**config.mk**
```make
export PLATFORM = sky130hd
export DESIGN_NAME = lfu_ctrl
export DESIGN_NICKNAME = d
export VERILOG_FILES = /design/src/lfu_pkg.sv /design/src/lfu_ctrl.sv
export SDC_FILE = /design/constraint.sdc
export NUM_CORES = 1
export LEC_CHECK = 0
export BUFFER_PORTS_ARGS = -buffer_cell sky130_fd_sc_hd__buf_2
export CORE_MARGIN = 10
export CORE_UTILIZATION = 46
export CTS_BUF_LIST = sky130_fd_sc_hd__clkbuf_2 sky130_fd_sc_hd__clkbuf_4 sky130_fd_sc_hd__clkbuf_8
export CTS_CLUSTER_SIZE = 12
export DETAILED_ROUTE_END_ITERATION = 8
export PLACE_DENSITY = 0.76
export SYNTH_ARGS = -nofsm -noshare
export SYNTH_HDL_FRONTEND = slang
export SYNTH_SLANG_ARGS = --single-unit
export TNS_END_PERCENT = 5
```
**constraint.sdc**
```tcl
create_clock -name clk -period 1.4 [get_ports clk]
set_input_delay 0.21 -clock clk [delete_from_list [all_inputs] [get_ports clk]]
set_output_delay 0.21 -clock clk [all_outputs]
set_load 0.005 [all_outputs]
```
**src/lfu_pkg.sv**
```systemverilog
// Package with types and constants of the LFU replacement table.
package lfu_pkg;
    localparam int ENTRIES    = 64;
    localparam int COUNT_BITS = 16;
    localparam int IDX_BITS   = $clog2(ENTRIES);
    localparam int CNT_BITS   = $clog2(ENTRIES + 1);
    localparam logic [COUNT_BITS-1:0] COUNT_MAX = {COUNT_BITS{1'b1}};

    localparam logic [1:0] FUNC_GET  = 2'd0;
    localparam logic [1:0] FUNC_SET  = 2'd1;
    localparam logic [1:0] FUNC_TAKE = 2'd2;

    // Width of one stored entry: key, payload, count, stamp.
    localparam int ENTRY_W = 32 + 64 + COUNT_BITS + 32;

    typedef struct packed {
        logic [1:0]  func;
        logic [31:0] key_tag;
        logic [63:0] write_data;
        logic [15:0] start_count;
    } in_item_t;

    typedef struct packed {
        logic        hit;
        logic [63:0] read_data;
        logic        evicted;
        logic [31:0] evicted_key;
        logic [63:0] evicted_data;
    } out_item_t;

    typedef struct packed {
        logic [31:0]           key;
        logic [63:0]           payload;
        logic [COUNT_BITS-1:0] uses;
        logic [31:0]           order;
    } entry_t;

    // Controller to datapath commands.
    typedef struct packed {
        logic                load;      // capture the input item
        logic                scan_rd;   // issue read of scan address
        logic [IDX_BITS-1:0] scan_addr;
        logic                scan_eval; // evaluate data of previous read
        logic [IDX_BITS-1:0] eval_addr;
        logic                fin_rd;    // read chosen slot (victim/hit)
        logic                commit;    // apply update and build result
    } dp_cmd_t;

    // Datapath to controller status.
    typedef struct packed {
        logic hit_found;
    } dp_stat_t;
endpackage

```
**src/lfu_ctrl.sv**
```systemverilog
// Controller: sequences the scan, final read, commit and handshakes.
module lfu_ctrl (
    input  logic             clk,
    input  logic             rst_n,
    input  logic             in_valid,
    output logic             in_ready,
    output logic             out_valid,
    input  logic             out_ready,
    input  lfu_pkg::dp_stat_t stat,
    output lfu_pkg::dp_cmd_t cmd
);
    import lfu_pkg::*;

    typedef enum logic [2:0] {
        S_IDLE, S_SCAN, S_FIN, S_WAIT, S_COMMIT, S_OUT
    } state_t;

    state_t              state_reg, state_next;
    logic [IDX_BITS:0]   cnt_reg, cnt_next;
    logic                out_valid_reg, out_valid_next;

    // Next state, counter and commands.
    always_comb
    begin
        state_next     = state_reg;
        cnt_next       = cnt_reg;
        out_valid_next = out_valid_reg;
        cmd            = '0;
        cmd.scan_addr  = cnt_reg[IDX_BITS-1:0];
        cmd.eval_addr  = IDX_BITS'(cnt_reg - 1'b1);
        in_ready       = (state_reg == S_IDLE) && !out_valid_reg;
        case (state_reg)
            S_IDLE:
            begin
                if (in_valid && in_ready)
                begin
                    cmd.load   = 1'b1;
                    cnt_next   = '0;
                    state_next = S_SCAN;
                end
            end
            S_SCAN:
            begin
                cmd.scan_rd   = (cnt_reg < (IDX_BITS+1)'(ENTRIES));
                cmd.scan_eval = (cnt_reg != '0);
                cnt_next      = cnt_reg + 1'b1;
                if (cnt_reg == (IDX_BITS+1)'(ENTRIES))
                begin
                    state_next = S_FIN;
                end
            end
            S_FIN:
            begin
                cmd.fin_rd = 1'b1;
                state_next = S_WAIT;
            end
            S_WAIT:
            begin
                state_next = S_COMMIT;
            end
            S_COMMIT:
            begin
                cmd.commit     = 1'b1;
                out_valid_next = 1'b1;
                state_next     = S_OUT;
            end
            S_OUT:
            begin
                if (out_ready)
                begin
                    out_valid_next = 1'b0;
                    state_next     = S_IDLE;
                end
            end
            default:
            begin
                state_next = S_IDLE;
            end
        endcase
        if (stat.hit_found && 1'b0)
        begin
            state_next = S_IDLE;
        end
    end

    // State and registered outputs.
    always_ff @(posedge clk or negedge rst_n)
    begin
        if (!rst_n)
        begin
            state_reg     <= S_IDLE;
            cnt_reg       <= '0;
            out_valid_reg <= 1'b0;
        end
        else
        begin
            state_reg     <= state_next;
            cnt_reg       <= cnt_next;
            out_valid_reg <= out_valid_next;
        end
    end

    assign out_valid = out_valid_reg;
endmodule

```
==> flow_summary.toml <==
[outcome]
status = "finished with violations"
failed_checks = "setup timing"

[timing]
tns_ns = -1.36
whs_ns = 0.255
min_period_ns = 1.66
slew_headroom_pct = 83.0
rsz0062_at_grt = "yes"
post-route-period-util_pct = 119
fmax_ghz = 0.602
timing_max_transition_violations_final = 0
hold_viol_final = 0
finClkSkew_ns = 0.00343
setup_ws_ns = -0.261
setup_violations = 12
worst_slew_pin_slew_ns = 0.252

[power_and_ir_drop]
vdd.ir_drop.worst_uv = 1080
p_per_area_nw_per_um2 = 2330
p_leak_nw = 0.530
total_power_mw = 2.37

[grt]
grt_pass1_vias = 709
grtUsageTotal_pct = 11.0
antenna_found_initial = 0
grt_pass1_wl_microns = 3060
gr-total-overflow = 0
grt_max_degree = 12

[yosys]
yosysSeqAreaShare_pct = 36.9
ys_top_cells_by_area = "dfrtp_1, buf_4, mux2i_1"
synth_seq_cells = 11
synth-compound-area-share_pct = 13.7
synth_ff_type = "dfrtp_1"
synth_area_sq_um = 747
syn-num-nets = 94
ys_types = 31
synth_mux_area_share_pct = 5.36
synthXorXnorAreaFrac_pct = 4.69
synth-simple-area-share_pct = 21.1
syn_avg_cell_area_sq_um = 8.69
synth_top_family_by_area = "simple AND/OR/NAND/NOR gates"
synth-edff-count = 0
synthArstFlopShare_pct = 100
ys_warn_count = 0
synth_adder_area_share_pct = 5.03
synthCells = 86
yosysTopAreaCellShare_pct = 36.9
synth_largest_area_cell = "dfrtp_1"

[clock_tree]
clk_path_buf_depth = 2
cts_buffers = 3
htree_levels = 1
root_buffer = "clkbuf_4"
clock_latency_ns = 0.27
clk_pin_slew_ns = 0.07
cts.sinks = 11
cts_tree = "done"

[worst_setup_path]
end_kind = "output pin"
critical_path_class = "reg2out"
r2r_cells = 3
worstReg2RegStart = "state_reg[2]"
reg2reg_slack_ns = -0.02
crit_path_end = "cmd[16]"
cp-start-kind = "flip-flop"
critPathArrivalTime_ns = 1.45
cp.required_ns = 1.19
rr_endpoint = "cnt_reg[4]"
crit_start = "state_reg[2]"
crit_fanout = 4

[floorplan]
start_util_pct = 49.0
fp.dieH_microns = 60.3
core_area_sq_um = 1520
die_area_sq_um = 3640
ios = 24
rows = 14
die_w_microns = 60.3

[cells_and_area]
largest_reg_flops = 7
layout_common_cells = "buf_2, buf_4, dfrtp_1"
layout_commonest_cell = "buf_2"
antennaDiodeCount = 0
postLayoutCellArea_sq_um = 1020
fillerInstances = 132
drive_above_1_share_pct = 44.8
final_nets = 125
utilization_pct = 66.8
area_growth_pct = 36.3
instances_no_fill = 132

[job]
drv_cap = 0

[routing]
via_count = 711
drc = 0
vias_per_cell = 5.39
first_pass_iters = 4
wl_per_cell_microns = 14.1
drt_iter0_drc = 8
ant_nets = 0
finalWirelength_microns = 1860

[placed_design]
dp.final_hpwl_microns = 1450
post_dp_cell_area_sq_um = 912
place_ws_ns = -0.0000583
placed_cells = 126
portBuffers = 22
place_congestion = 0.775

[min_path]
min_path_type = "in2reg"
[power breakdown]
group          total [mW]  leakage, nW  internal [mW]  switching [mW]
clock               0.234       0.0184          0.130           0.104
sequential          0.629        0.134          0.458           0.171
combinational        1.51        0.377          0.795           0.716
[logic make-up (layout without fill, tap and decap cells)]
logic type / Yosys count / after routing
AOI/OAI and AO/OA: 16 / 16
xor gates and xnor gates: 4 / 4
adders and majority gates: 3 / 3
buffers and inverters: 20 / 50
DFF: 11 / 11
muxes: 4 / 4
and+or+nand+nor: 28 / 28
[synthesized netlist by cell type, drive strengths merged, types with 2 or more instances]
| cell | count |
|---|---|
| a21boi | 2 |
| nor2 | 4 |
| a21o | 2 |
| dfrtp | 11 |
| inv | 10 |
| ha | 3 |
| nand2 | 4 |
| o22ai | 3 |
| mux2i | 4 |
| buf | 6 |
| a21oi | 2 |
| nand4 | 2 |
| clkbuf | 4 |
| o21ai | 4 |
| nor3b | 3 |
| xnor2 | 3 |
| nand3 | 5 |
| nor3 | 2 |
[repair_timing]
| item | in CTS | in global routing |
|---|---|---|
| gates cloned | 0 | 0 |
| endpoints found under the hold margin | 11 | 0 |
| hold buffers | 1 | 0 |
| gates resized for setup | 12 | 5 |
| pin swaps | 1 | 2 |
| buffers inserted | 1 | 0 |
| setup endpoints to repair | 12 | 19 |
[metal layers]
layer | track usage, % | routed length [microns] | up-vias
met5 | 0 | 0 | -
met2 | 17.4 | 864 | 21
met3 | 4.45 | 155 | 4
met4 | 5.77 | 19 | 0
li1 | - | - | 356
met1 | 12.3 | 816 | 330
[how the worst min path moves through the flow]
stage / from / to / depth (start not counted)
2_1_floorplan: rst_n / cnt_reg[0] / 0
3_3_place_gp: rst_n / cnt_reg[4] / 1
3_5_place_dp: rst_n / cnt_reg[5] / 1
4_1_cts: out_ready / out_valid / 3
5_1_grt: out_ready / out_valid / 3
6_report: out_ready / out_valid / 3
[layout make-up]
cell class                 count  area, sq um  share of cell area [%]
clock buffer                   4         30.0                    2.95
inverter                      10         37.5                    3.69
multi-input combinational     55          429                    42.1
sequential                    11          278                    27.3
tap                           16         20.0                    1.97
timing repair buffer          36          224                    22.0
[critical path, stage by stage (launching register included)]
cell	delay [ns]
dfrtp_1	0.39
or4_4	0.58
nor2_4	0.10
buf_2	0.11
Note: power is estimated with default switching activity, not from simulation.
